## config.mk

```make
export PLATFORM = sky130hd
export DESIGN_NAME = multigrid_interleaved_index_map_core
export DESIGN_NICKNAME = d
export VERILOG_FILES = /design/src/mgim_pkg.sv /design/src/mgim_front.sv /design/src/mgim_fifo.sv /design/src/mgim_div.sv /design/src/mgim_back.sv /design/src/multigrid_interleaved_index_map_core.sv
export SDC_FILE = /design/constraint.sdc
export NUM_CORES = 2
export LEC_CHECK = 0
export ABC_CLOCK_PERIOD_IN_PS = 7110
export BUFFER_PORTS_ARGS = -buffer_cell sky130_fd_sc_hd__buf_2
export CAP_MARGIN = 20
export CORE_ASPECT_RATIO = 0.75
export CORE_MARGIN = 2
export CORE_UTILIZATION = 58
export DETAILED_ROUTE_END_ITERATION = 10
export GPL_TIMING_DRIVEN = 1
export PLACE_DENSITY = 0.85
export SLEW_MARGIN = 15
export SYNTH_ARGS = -nofsm -noshare
export SYNTH_HDL_FRONTEND = slang
export SYNTH_SLANG_ARGS = --single-unit
```

## constraint.sdc

```tcl
create_clock -name i_clk -period 7.11 [get_ports i_clk]
set_input_delay 1.0665 -clock i_clk [delete_from_list [all_inputs] [get_ports i_clk]]
set_output_delay 1.0665 -clock i_clk [all_outputs]
set_load 0.01 [all_outputs]
```

## src/mgim_pkg.sv

```systemverilog
// ----------------------------------------------------------------------------
// mgim_pkg: shared types and constants for the multigrid index map
// Widths, command and register codes, queue entry and result layouts, and the
// small lookup functions used by the front part.
// ----------------------------------------------------------------------------
package mgim_pkg;

    localparam int MAX_FINE_DIM = 1024;
    localparam int MAX_GRIDS    = 8;
    localparam int MAX_PROCS    = 256;

    localparam int DIM_W    = $clog2(MAX_FINE_DIM);
    localparam int SIZE_W   = DIM_W + 1;
    localparam int FACTOR_W = 4;
    localparam int GRIDS_W  = 4;
    localparam int GID_W    = 6;
    localparam int PROCS_W  = $clog2(MAX_PROCS) + 1;
    localparam int REM_W    = PROCS_W - 1;
    localparam int CNT_W    = 21;
    localparam int K_W      = (MAX_GRIDS > 1) ? $clog2(MAX_GRIDS) : 1;
    localparam int CFG_IDX_W  = 3;
    localparam int CFG_DATA_W = SIZE_W;

    // Fixed-point reciprocal of the coarsening factor. With this many fraction
    // bits the quotient of any value below 2^SIZE_W is exact.
    localparam int RECIP_FRAC = SIZE_W + FACTOR_W;
    localparam int RECIP_W    = RECIP_FRAC;
    localparam int RECIP_ONE  = 1 << RECIP_FRAC;

    localparam int DIV_STEPS = CNT_W;
    localparam int DIV_CNT_W = $clog2(DIV_STEPS + 1);

    localparam int QUEUE_DEPTH = 2;
    localparam int QPTR_W      = $clog2(QUEUE_DEPTH);
    localparam int QCNT_W      = $clog2(QUEUE_DEPTH + 1);

    localparam int S_DATA_W = ((2 * DIM_W + 7) / 8) * 8;
    localparam int M_FIELDS_W = 2 * DIM_W + GID_W + CNT_W + PROCS_W + CNT_W;
    localparam int M_DATA_W = ((M_FIELDS_W + 7) / 8) * 8;

    typedef enum logic {
        CMD_START = 1'b0,
        CMD_POINT = 1'b1
    } t_cmd;

    typedef enum logic [CFG_IDX_W-1:0] {
        CFG_FACTOR = 3'd0,
        CFG_ROWS   = 3'd1,
        CFG_COLS   = 3'd2,
        CFG_GRIDS  = 3'd3,
        CFG_GID    = 3'd4,
        CFG_PROCS  = 3'd5
    } t_cfg_idx;

    typedef enum logic [1:0] {
        ST_IDLE,
        ST_DIV,
        ST_EMIT
    } t_back_state;

    typedef struct packed {
        logic [FACTOR_W-1:0] factor;
        logic [SIZE_W-1:0]   rows;
        logic [SIZE_W-1:0]   cols;
        logic [GRIDS_W-1:0]  grids;
        logic [GID_W-1:0]    gid;
        logic [PROCS_W-1:0]  procs;
    } t_cfg;

    // One queue entry: a start command or a fine point, with the settings
    // that were in force when it was taken.
    typedef struct packed {
        logic                start;
        logic [SIZE_W-1:0]   r1;
        logic [SIZE_W-1:0]   c1;
        logic [CNT_W-1:0]    total;
        logic [RECIP_W-1:0]  recip;
        logic [K_W-1:0]      glast;
        logic [GID_W-1:0]    gid;
        logic [PROCS_W-1:0]  procs;
    } t_item;

    typedef struct packed {
        logic [DIM_W-1:0]   grid_row;
        logic [DIM_W-1:0]   grid_col;
        logic [GID_W-1:0]   grid_number;
        logic [CNT_W-1:0]   global_index;
        logic               boundary_valid;
        logic [PROCS_W-1:0] boundary_rank;
        logic [CNT_W-1:0]   boundary_value;
        logic               last;
    } t_result;

    typedef struct packed {
        logic full;
        logic empty;
    } t_q_stat;

    function automatic logic [SIZE_W-1:0] clamp_dim(input logic [SIZE_W-1:0] d);
        return (d > SIZE_W'(MAX_FINE_DIM)) ? SIZE_W'(MAX_FINE_DIM) : d;
    endfunction

    function automatic logic [PROCS_W-1:0] eff_procs(input logic [PROCS_W-1:0] p);
        logic [PROCS_W-1:0] res;
        res = p;
        if (p == '0) begin
            res = PROCS_W'(1);
        end else if (p > PROCS_W'(MAX_PROCS)) begin
            res = PROCS_W'(MAX_PROCS);
        end
        return res;
    endfunction

    // Index of the last grid to visit, after clamping the grid count.
    function automatic logic [K_W-1:0] eff_glast(input logic [GRIDS_W-1:0] g);
        logic [K_W-1:0] res;
        if (g == '0) begin
            res = '0;
        end else if (g > GRIDS_W'(MAX_GRIDS)) begin
            res = K_W'(MAX_GRIDS - 1);
        end else begin
            res = K_W'(g - GRIDS_W'(1));
        end
        return res;
    endfunction

    // Rounded-up reciprocal; factors below two behave as two.
    function automatic logic [RECIP_W-1:0] factor_recip(input logic [FACTOR_W-1:0] f);
        logic [RECIP_W-1:0] res;
        unique case (f) inside
            4'd0, 4'd1, 4'd2: res = RECIP_W'(RECIP_ONE / 2);
            4'd3:  res = RECIP_W'((RECIP_ONE + 2) / 3);
            4'd4:  res = RECIP_W'(RECIP_ONE / 4);
            4'd5:  res = RECIP_W'((RECIP_ONE + 4) / 5);
            4'd6:  res = RECIP_W'((RECIP_ONE + 5) / 6);
            4'd7:  res = RECIP_W'((RECIP_ONE + 6) / 7);
            4'd8:  res = RECIP_W'(RECIP_ONE / 8);
            4'd9:  res = RECIP_W'((RECIP_ONE + 8) / 9);
            4'd10: res = RECIP_W'((RECIP_ONE + 9) / 10);
            4'd11: res = RECIP_W'((RECIP_ONE + 10) / 11);
            4'd12: res = RECIP_W'((RECIP_ONE + 11) / 12);
            4'd13: res = RECIP_W'((RECIP_ONE + 12) / 13);
            4'd14: res = RECIP_W'((RECIP_ONE + 13) / 14);
            default: res = RECIP_W'((RECIP_ONE + 14) / 15);
        endcase
        return res;
    endfunction

endpackage

```

## src/mgim_front.sv

```systemverilog
// ----------------------------------------------------------------------------
// mgim_front: input stage of the multigrid index map
// Takes input words, classifies start commands and fine points, works out the
// per-item operands and hands them to the queue.
// ----------------------------------------------------------------------------
module mgim_front
    import mgim_pkg::*;
(
    input  logic                i_clk,
    input  logic                i_rst_n,
    input  logic                i_s_tvalid,
    output logic                o_s_tready,
    input  logic [S_DATA_W-1:0] i_s_tdata,
    input  logic                i_s_tuser,
    input  t_cfg                i_cfg,
    input  t_q_stat             i_q_stat,
    output logic                o_push,
    output t_item               o_item
);

    logic                  r_valid;
    t_item                 r_item;
    t_item                 n_item;
    logic                  take;
    logic [2*SIZE_W-1:0]   area;

    assign o_push     = r_valid && !i_q_stat.full;
    assign o_s_tready = !r_valid || !i_q_stat.full;
    assign take       = i_s_tvalid && o_s_tready;
    assign o_item     = r_item;

    assign area = clamp_dim(i_cfg.rows) * clamp_dim(i_cfg.cols);

    always_comb begin
        n_item.start = (t_cmd'(i_s_tuser) == CMD_START);
        n_item.r1    = {1'b0, i_s_tdata[DIM_W-1:0]} + SIZE_W'(1);
        n_item.c1    = {1'b0, i_s_tdata[2*DIM_W-1:DIM_W]} + SIZE_W'(1);
        n_item.total = area[CNT_W-1:0];
        n_item.recip = factor_recip(i_cfg.factor);
        n_item.glast = eff_glast(i_cfg.grids);
        n_item.gid   = i_cfg.gid;
        n_item.procs = eff_procs(i_cfg.procs);
    end

    always_ff @(posedge i_clk) begin
        if (!i_rst_n) begin
            r_valid <= 1'b0;
        end else if (take) begin
            r_valid <= 1'b1;
        end else if (o_push) begin
            r_valid <= 1'b0;
        end
    end

    always_ff @(posedge i_clk) begin
        if (take) begin
            r_item <= n_item;
        end
    end

endmodule

```

## src/mgim_fifo.sv

```systemverilog
// ----------------------------------------------------------------------------
// mgim_fifo: short queue between front and back parts
// Two entries of classified items, so that either side can stall alone.
// ----------------------------------------------------------------------------
module mgim_fifo
    import mgim_pkg::*;
(
    input  logic    i_clk,
    input  logic    i_rst_n,
    input  logic    i_push,
    input  t_item   i_item,
    input  logic    i_pop,
    output t_item   o_item,
    output t_q_stat o_stat
);

    t_item              r_mem [QUEUE_DEPTH];
    logic [QPTR_W-1:0]  r_wp;
    logic [QPTR_W-1:0]  r_rp;
    logic [QCNT_W-1:0]  r_cnt;
    logic               do_push;
    logic               do_pop;

    assign o_stat.full  = (r_cnt == QCNT_W'(QUEUE_DEPTH));
    assign o_stat.empty = (r_cnt == '0);
    assign do_push      = i_push && !o_stat.full;
    assign do_pop       = i_pop && !o_stat.empty;
    assign o_item       = r_mem[r_rp];

    always_ff @(posedge i_clk) begin
        if (!i_rst_n) begin
            r_wp  <= '0;
            r_rp  <= '0;
            r_cnt <= '0;
        end else begin
            if (do_push) begin
                r_wp <= (r_wp == QPTR_W'(QUEUE_DEPTH - 1)) ? '0 : r_wp + QPTR_W'(1);
            end
            if (do_pop) begin
                r_rp <= (r_rp == QPTR_W'(QUEUE_DEPTH - 1)) ? '0 : r_rp + QPTR_W'(1);
            end
            if (do_push && !do_pop) begin
                r_cnt <= r_cnt + QCNT_W'(1);
            end else if (do_pop && !do_push) begin
                r_cnt <= r_cnt - QCNT_W'(1);
            end
        end
    end

    always_ff @(posedge i_clk) begin
        if (do_push) begin
            r_mem[r_wp] <= i_item;
        end
    end

endmodule

```

## src/mgim_div.sv

```systemverilog
// ----------------------------------------------------------------------------
// mgim_div: restoring divider for the point split
// Produces one quotient bit per cycle of the fine point total over the
// process count.
// ----------------------------------------------------------------------------
module mgim_div
    import mgim_pkg::*;
(
    input  logic               i_clk,
    input  logic               i_rst_n,
    input  logic               i_start,
    input  logic [CNT_W-1:0]   i_dividend,
    input  logic [PROCS_W-1:0] i_divisor,
    output logic               o_done,
    output logic [CNT_W-1:0]   o_quotient,
    output logic [REM_W-1:0]   o_remainder
);

    logic                  r_busy;
    logic [DIV_CNT_W-1:0]  r_cnt;
    logic [CNT_W-1:0]      r_quo;
    logic [REM_W-1:0]      r_rem;
    logic [PROCS_W-1:0]    r_div;
    logic [PROCS_W-1:0]    rem_sh;
    logic [PROCS_W-1:0]    rem_sub;
    logic                  ge;

    // The partial remainder always stays below the divisor, so it fits in
    // one bit less than the divisor.
    assign rem_sh  = {r_rem, r_quo[CNT_W-1]};
    assign ge      = (rem_sh >= r_div);
    assign rem_sub = rem_sh - r_div;

    assign o_done      = r_busy && (r_cnt == '0);
    assign o_quotient  = r_quo;
    assign o_remainder = r_rem;

    always_ff @(posedge i_clk) begin
        if (!i_rst_n) begin
            r_busy <= 1'b0;
            r_cnt  <= '0;
        end else if (i_start) begin
            r_busy <= 1'b1;
            r_cnt  <= DIV_CNT_W'(DIV_STEPS);
        end else if (r_busy) begin
            if (r_cnt == '0) begin
                r_busy <= 1'b0;
            end else begin
                r_cnt <= r_cnt - DIV_CNT_W'(1);
            end
        end
    end

    always_ff @(posedge i_clk) begin
        if (i_start) begin
            r_quo <= i_dividend;
            r_rem <= '0;
            r_div <= i_divisor;
        end else if (r_busy && (r_cnt != '0)) begin
            r_quo <= {r_quo[CNT_W-2:0], ge};
            r_rem <= ge ? rem_sub[REM_W-1:0] : rem_sh[REM_W-1:0];
        end
    end

endmodule

```

## src/mgim_back.sv

```systemverilog
// ----------------------------------------------------------------------------
// mgim_back: execution part of the multigrid index map
// Runs the split on start commands and walks the grids of each fine point,
// one result word per cycle unless stalled; keeps global and range counters.
// ----------------------------------------------------------------------------
module mgim_back
    import mgim_pkg::*;
(
    input  logic    i_clk,
    input  logic    i_rst_n,
    input  t_item   i_item,
    input  t_q_stat i_q_stat,
    output logic    o_pop,
    output logic    o_valid,
    input  logic    i_ready,
    output t_result o_res
);

    t_back_state            r_state;
    t_back_state            n_state;

    t_item                  r_cur;
    logic [SIZE_W-1:0]      r_qr;
    logic [SIZE_W-1:0]      r_qc;
    logic [K_W-1:0]         r_k;

    logic [CNT_W-1:0]       r_gc;
    logic [CNT_W-1:0]       r_fine;
    logic [PROCS_W-1:0]     r_rank;
    logic [CNT_W-1:0]       r_nfb;
    logic [CNT_W-1:0]       r_sq;
    logic [REM_W-1:0]       r_srem;

    logic                   r_ovalid;
    t_result                r_res;

    logic                   div_start;
    logic                   div_done;
    logic [CNT_W-1:0]       div_quo;
    logic [REM_W-1:0]       div_rem;

    logic                   out_free;
    logic                   emit;
    logic [SIZE_W+RECIP_W-1:0] prod_r;
    logic [SIZE_W+RECIP_W-1:0] prod_c;
    logic                   div_r;
    logic                   div_c;
    logic                   last;
    logic                   hit;
    logic [PROCS_W-1:0]     rank_inc;
    t_result                res_c;

    mgim_div u_div (
        .i_clk       (i_clk),
        .i_rst_n     (i_rst_n),
        .i_start     (div_start),
        .i_dividend  (i_item.total),
        .i_divisor   (i_item.procs),
        .o_done      (div_done),
        .o_quotient  (div_quo),
        .o_remainder (div_rem)
    );

    assign out_free = !r_ovalid || i_ready;

    // A quotient is exact when the fraction left by the reciprocal product
    // is below the reciprocal itself.
    assign prod_r = r_qr * r_cur.recip;
    assign prod_c = r_qc * r_cur.recip;
    assign div_r  = (prod_r[RECIP_FRAC-1:0] < r_cur.recip);
    assign div_c  = (prod_c[RECIP_FRAC-1:0] < r_cur.recip);
    assign last   = !(div_r && div_c && (r_k != r_cur.glast));

    assign rank_inc = r_rank + PROCS_W'(1);
    assign hit      = last && (r_rank < r_cur.procs) && (r_fine == r_nfb);

    always_comb begin
        res_c.grid_row       = DIM_W'(r_qr - SIZE_W'(1));
        res_c.grid_col       = DIM_W'(r_qc - SIZE_W'(1));
        res_c.grid_number    = r_cur.gid + GID_W'(r_k);
        res_c.global_index   = r_gc;
        res_c.boundary_valid = hit;
        res_c.boundary_rank  = hit ? rank_inc : '0;
        res_c.boundary_value = hit ? (r_gc + CNT_W'(1)) : '0;
        res_c.last           = last;
    end

    always_comb begin
        n_state = r_state;
        unique case (r_state)
            ST_IDLE: begin
                if (!i_q_stat.empty) begin
                    n_state = i_item.start ? ST_DIV : ST_EMIT;
                end
            end
            ST_DIV: begin
                if (div_done) begin
                    n_state = ST_IDLE;
                end
            end
            ST_EMIT: begin
                if (out_free && last) begin
                    n_state = ST_IDLE;
                end
            end
            default: n_state = ST_IDLE;
        endcase
    end

    always_comb begin
        o_pop     = 1'b0;
        div_start = 1'b0;
        emit      = 1'b0;
        unique case (r_state)
            ST_IDLE: begin
                o_pop     = !i_q_stat.empty;
                div_start = !i_q_stat.empty && i_item.start;
            end
            ST_EMIT: emit = out_free;
            default: ;
        endcase
    end

    always_ff @(posedge i_clk) begin
        if (!i_rst_n) begin
            r_state  <= ST_IDLE;
            r_ovalid <= 1'b0;
            r_gc     <= '0;
            r_fine   <= '0;
            r_rank   <= '0;
            r_nfb    <= '0;
            r_sq     <= '0;
            r_srem   <= '0;
        end else begin
            r_state <= n_state;
            if (emit) begin
                r_ovalid <= 1'b1;
            end else if (i_ready) begin
                r_ovalid <= 1'b0;
            end
            if (o_pop && !i_item.start) begin
                r_fine <= r_fine + CNT_W'(1);
            end
            if (r_state == ST_DIV && div_done) begin
                r_sq   <= div_quo;
                r_srem <= div_rem;
                r_gc   <= '0;
                r_fine <= '0;
                r_rank <= '0;
                r_nfb  <= div_quo + CNT_W'(div_rem != '0);
            end
            if (emit) begin
                r_gc <= r_gc + CNT_W'(1);
                if (hit) begin
                    r_rank <= rank_inc;
                    r_nfb  <= r_nfb + r_sq + CNT_W'(rank_inc < {1'b0, r_srem});
                end
            end
        end
    end

    always_ff @(posedge i_clk) begin
        if (o_pop) begin
            r_cur <= i_item;
            r_qr  <= i_item.r1;
            r_qc  <= i_item.c1;
            r_k   <= '0;
        end else if (emit) begin
            r_qr <= prod_r[RECIP_FRAC +: SIZE_W];
            r_qc <= prod_c[RECIP_FRAC +: SIZE_W];
            r_k  <= r_k + K_W'(1);
        end
        if (emit) begin
            r_res <= res_c;
        end
    end

    assign o_valid = r_ovalid;
    assign o_res   = r_res;

endmodule

```

## src/multigrid_interleaved_index_map_core.sv

```systemverilog
// ----------------------------------------------------------------------------
// multigrid_interleaved_index_map_core: interleaved numbering of one level
// An accepted fine point passes the front register and the queue; the back part
// then emits its result words (one to eight), one fine point at a time.
// A start command holds the back part while the 21-step divider runs.
// Synchronous active-low reset clears the counters and restores the defaults.
// ----------------------------------------------------------------------------
module multigrid_interleaved_index_map_core
    import mgim_pkg::*;
(
    input  logic                  i_clk,
    input  logic                  i_rst_n,
    // Input words.
    input  logic                  s_axis_tvalid,
    output logic                  s_axis_tready,
    input  logic [S_DATA_W-1:0]   s_axis_tdata,  // fine_row, fine_col, zero pad
    input  logic                  s_axis_tuser,  // command
    // Result words.
    output logic                  m_axis_tvalid,
    input  logic                  m_axis_tready,
    output logic [M_DATA_W-1:0]   m_axis_tdata,  // grid_row, grid_col, grid_number,
                                                 // global_index, boundary_rank,
                                                 // boundary_value, zero pad
    output logic                  m_axis_tuser,  // boundary_valid
    output logic                  m_axis_tlast,  // last
    // Register writes.
    input  logic                  i_cfg_valid,
    output logic                  o_cfg_ready,
    input  logic [CFG_IDX_W-1:0]  i_cfg_index,
    input  logic [CFG_DATA_W-1:0] i_cfg_data
);

    t_cfg    r_cfg;
    t_item   w_front_item;
    t_item   w_head;
    t_q_stat w_q_stat;
    logic    w_push;
    logic    w_pop;
    t_result w_res;

    assign o_cfg_ready = 1'b1;

    always_ff @(posedge i_clk) begin
        if (!i_rst_n) begin
            r_cfg.factor <= FACTOR_W'(2);
            r_cfg.rows   <= SIZE_W'(15);
            r_cfg.cols   <= SIZE_W'(15);
            r_cfg.grids  <= GRIDS_W'(1);
            r_cfg.gid    <= '0;
            r_cfg.procs  <= PROCS_W'(1);
        end else if (i_cfg_valid && o_cfg_ready) begin
            case (t_cfg_idx'(i_cfg_index))
                CFG_FACTOR: r_cfg.factor <= i_cfg_data[FACTOR_W-1:0];
                CFG_ROWS:   r_cfg.rows   <= i_cfg_data[SIZE_W-1:0];
                CFG_COLS:   r_cfg.cols   <= i_cfg_data[SIZE_W-1:0];
                CFG_GRIDS:  r_cfg.grids  <= i_cfg_data[GRIDS_W-1:0];
                CFG_GID:    r_cfg.gid    <= i_cfg_data[GID_W-1:0];
                CFG_PROCS:  r_cfg.procs  <= i_cfg_data[PROCS_W-1:0];
                default: ;
            endcase
        end
    end

    mgim_front u_front (
        .i_clk      (i_clk),
        .i_rst_n    (i_rst_n),
        .i_s_tvalid (s_axis_tvalid),
        .o_s_tready (s_axis_tready),
        .i_s_tdata  (s_axis_tdata),
        .i_s_tuser  (s_axis_tuser),
        .i_cfg      (r_cfg),
        .i_q_stat   (w_q_stat),
        .o_push     (w_push),
        .o_item     (w_front_item)
    );

    mgim_fifo u_fifo (
        .i_clk   (i_clk),
        .i_rst_n (i_rst_n),
        .i_push  (w_push),
        .i_item  (w_front_item),
        .i_pop   (w_pop),
        .o_item  (w_head),
        .o_stat  (w_q_stat)
    );

    mgim_back u_back (
        .i_clk    (i_clk),
        .i_rst_n  (i_rst_n),
        .i_item   (w_head),
        .i_q_stat (w_q_stat),
        .o_pop    (w_pop),
        .o_valid  (m_axis_tvalid),
        .i_ready  (m_axis_tready),
        .o_res    (w_res)
    );

    assign m_axis_tdata = M_DATA_W'({w_res.boundary_value, w_res.boundary_rank,
                                     w_res.global_index, w_res.grid_number,
                                     w_res.grid_col, w_res.grid_row});
    assign m_axis_tuser = w_res.boundary_valid;
    assign m_axis_tlast = w_res.last;

`ifndef SYNTHESIS
    a_boundary_on_last: assert property (@(posedge i_clk) disable iff (!i_rst_n)
        m_axis_tvalid && w_res.boundary_valid |-> w_res.last)
        else $error("range boundary reported on a word that is not the last");

    a_boundary_rank: assert property (@(posedge i_clk) disable iff (!i_rst_n)
        m_axis_tvalid && w_res.boundary_valid |-> w_res.boundary_rank != '0)
        else $error("range boundary with zero rank");

    a_queue_order: assert property (@(posedge i_clk) disable iff (!i_rst_n)
        w_pop |-> !w_q_stat.empty)
        else $error("queue read while empty");

    a_reset_idle: assert property (@(posedge i_clk)
        !i_rst_n |=> !m_axis_tvalid)
        else $error("result word valid right after reset");
`endif

endmodule
```

==> results_dict.tcl <==
set metrics [dict create \
    maxSlewHeadroom 0.3586 \
    synth-seq-cells 567 \
    rsz0062_at_grt "true" \
    critPathLaunchType "flip-flop" \
    r2r_slack_ns 0.05 \
    coreArea_mm2 0.06689 \
    firstDrtPassIters 6 \
    slowest_delay_ns 0.57 \
    synth_edf_count 395 \
    cts_tree "built" \
    synth.cell_area_mm2 0.03921 \
    final.period_utilization 0.9930 \
    die_area_mm2 0.06972 \
    clk_pin_slew_ns 0.07 \
    rr_startpoint "u_back.r_qc[4]" \
    yosysWarnings 0 \
    worstSetupPathType "flip-flop to flip-flop" \
    crit_fanout 5 \
    synthFlopType "edfxtp_1" \
    cts_root_buf "clkbuf_16" \
    grt_max_degree 78 \
    fmax_ghz 0.1416 \
    gr-total-overflow 0 \
    slew_viol_final 0 \
    wl_met1_um 39260 \
    setup_violations 0 \
    synth_top_cell_by_area "edfxtp_1" \
    cts_max_level 2 \
    met3_wirelength_um 9706 \
    clock_path_buffers 3 \
    crit_top_cell "fa_1" \
    synthArstFlopShare 0 \
    drcViolationCount 0 \
    cp_data_required_time_ns 7.65 \
    tightest_slew_ns 0.9620 \
    synth.top_cell.area_share 0.3025 \
    finClkSkew_ns 0.03112 \
    fp.dieW_um 304.2 \
    wirelength_um 91780 \
    gp_congestion 0.9249 \
    clk_latency_ns 0.63 \
    drt-initial-drc-count 3022 \
    cts.sinks 567 \
    ioPinCount 129 \
    synth_seq_area_share 0.3903 \
    hp-class "flip-flop to flip-flop" \
    layout.nets 4672 \
    place_hpwl_um 65220 \
    cp-startpoint "u_back.r_qc[4]" \
    top_layer "met5" \
    via_count 28560 \
    synth.avg_cell_area_um2 10.12 \
    synthToLayoutAreaGrowth_pct 11.96 \
    grt_pass1_wl_um 146300 \
    drive_gt1_frac 0.1251 \
    grt_pass1_vias 28190 \
    vias_per_cell 5.745 \
    antenna_found_initial 7 \
    crit_slowest_cell "fa_1" \
    grt_usage 0.2600 \
    synth_cell_types 71 \
    antenna_left 0 \
    maxCapViolations 0 \
    fin_crit_ns 7.060 \
    initial_utilization 0.5862 \
    yosysMostFrequentCell "nand2_1" \
    crit_arrival_ns 7.60 \
    die_h_um 229.2 \
    stdcell_count 4971 \
    hold_buffers 0 \
    synth.area.top_cells "edfxtp_1 (30%), fa_1 (16%), dfxtp_1 (8.8%)" \
    hold_violations 0 \
    rows 82 \
    cts_inserted_buffers 54 \
    port-buffer-count 120 \
    avgRoutedWirePerCell_um 18.46 \
    routed-wl-met2_um 40510 \
    yosys-top-cells-count "nand2_1 (559), inv_1 (450), edfxtp_1 (395)" \
    hold_path.startpoint "u_front.o_item[2]" \
    outcome "completed" \
    dp.cells 4818 \
    endpoint_kind "flip-flop" \
    synthCells 3874 \
]
## cell usage in the layout, fill, tap and decap left out, types with 8 or more instances in the layout
| cell | n |
|---|---|
| nor4_1 | 17 |
| clkbuf_16 | 57 |
| inv_1 | 446 |
| nand3_1 | 74 |
| nor3_1 | 43 |
| o21bai_1 | 12 |
| mux2_2 | 44 |
| clkbuf_1 | 8 |
| a21oi_1 | 195 |
| nor2b_1 | 52 |
| a211oi_1 | 22 |
| nand4_1 | 21 |
| clkinv_2 | 10 |
| o211ai_1 | 19 |
| ha_1 | 260 |
| buf_2 | 121 |
| or3_1 | 18 |
| fa_1 | 312 |
| a31o_2 | 8 |
| nand2b_1 | 37 |
| o21a_1 | 22 |
| buf_6 | 21 |
| dfxtp_1 | 171 |
| a21o_1 | 33 |
| nand2_1 | 554 |
| o21ai_0 | 103 |
| or2_2 | 9 |
| mux2i_1 | 52 |
| xnor2_1 | 104 |
| nor2_1 | 272 |
| xor2_1 | 100 |
| and3_1 | 37 |
| and2_1 | 124 |
| edfxtp_1 | 395 |
| buf_4 | 133 |
| ha_4 | 12 |
## state kept, by name (all words and copies together) (netlist names), 33 cells and up, named ones only
| name | flops |
|---|---|
| u_back.r_cur | 33 |
| u_back.o_res | 79 |
| u_front.o_item | 77 |
| r_cfg | 45 |
| u_fifo.r_mem | 154 |
## layer usage
layer / GRT usage / up-vias
li1: - / 13150
met4: 0.07163 / 6
met3: 0.05580 / 203
met2: 0.3922 / 1407
met5: 0 / -
met1: 0.3812 / 13800
## per-stage QoR
stage / hold slack [ns] / worst slack (ns) / utilization / setup TNS, ns / area (µm²)
2_1_floorplan: 0.4064 / 0.1689 / - / 0 / 39220
3_3_place_gp: 0.4171 / 0.003258 / 0.6148 / 0 / 41130
3_5_place_dp: 0.4296 / -0.08033 / 0.6150 / -0.1455 / 41140
4_1_cts: 0.4382 / 0.002670 / 0.6446 / 0 / 43120
5_1_grt: 0.4513 / -0.2000 / 0.6562 / -7.068 / 43900
6_report: 0.4373 / 0.05012 / 0.6563 / 0 / 43900
## worst max-delay path: cells and delay by family (launching register included)
kind / cells / cell delay (ns)
AO/OA/AOI/OAI: 6 / 1.22
XOR/XNOR: 1 / 0.07
adder cells (fa/ha/maj): 7 / 2.91
buffers and inverters: 7 / 0.79
flip-flops: 1 / 0.49
AND/OR/NAND/NOR: 8 / 1.49
## worst paths after layout
check | cells past startpoint | to
worst max-delay path | 29 | u_back.r_nfb[20]
worst min-delay path | 0 | u_fifo.r_mem[1][2]
worst max register to register | 29 | u_back.r_nfb[20]
worst min register to register | 0 | u_fifo.r_mem[1][2]
## area by class of cell
cell class / instances / area (µm²)
sequential: 567 / 15310
clock buffer: 69 / 1500
tap: 882 / 1104
inverter: 452 / 1705
clock inverter: 33 / 392.9
fill: 4731 / 22990
timing repair buffer: 282 / 1988
multi-input combinational: 2682 / 21890
antenna: 4 / 10.01
## logic make-up (layout without fill, tap and decap cells)
group           Yosys count  in the layout  share of synthesized area
compound gates          491            491                    0.07601
xor+xnor                206            206                    0.04601
fa+ha+maj               590            590                     0.2485
buf+inv                 628            836                    0.06175
flops                   567            567                     0.3903
mux                      97             97                    0.02649
other cells               2              8                  0.0001915
simple gates           1293           1294                     0.1507
## repair_timing
action	in CTS	in global routing
setup buffers	7	35
gates cloned	0	4
pin swaps	6	44
endpoints found under the setup margin	26	62
gates resized for setup	8	86
Power is left out: the tool's default activity adds up to more than one toggle a clock period on the data nets, which glitch-free logic cannot reach.
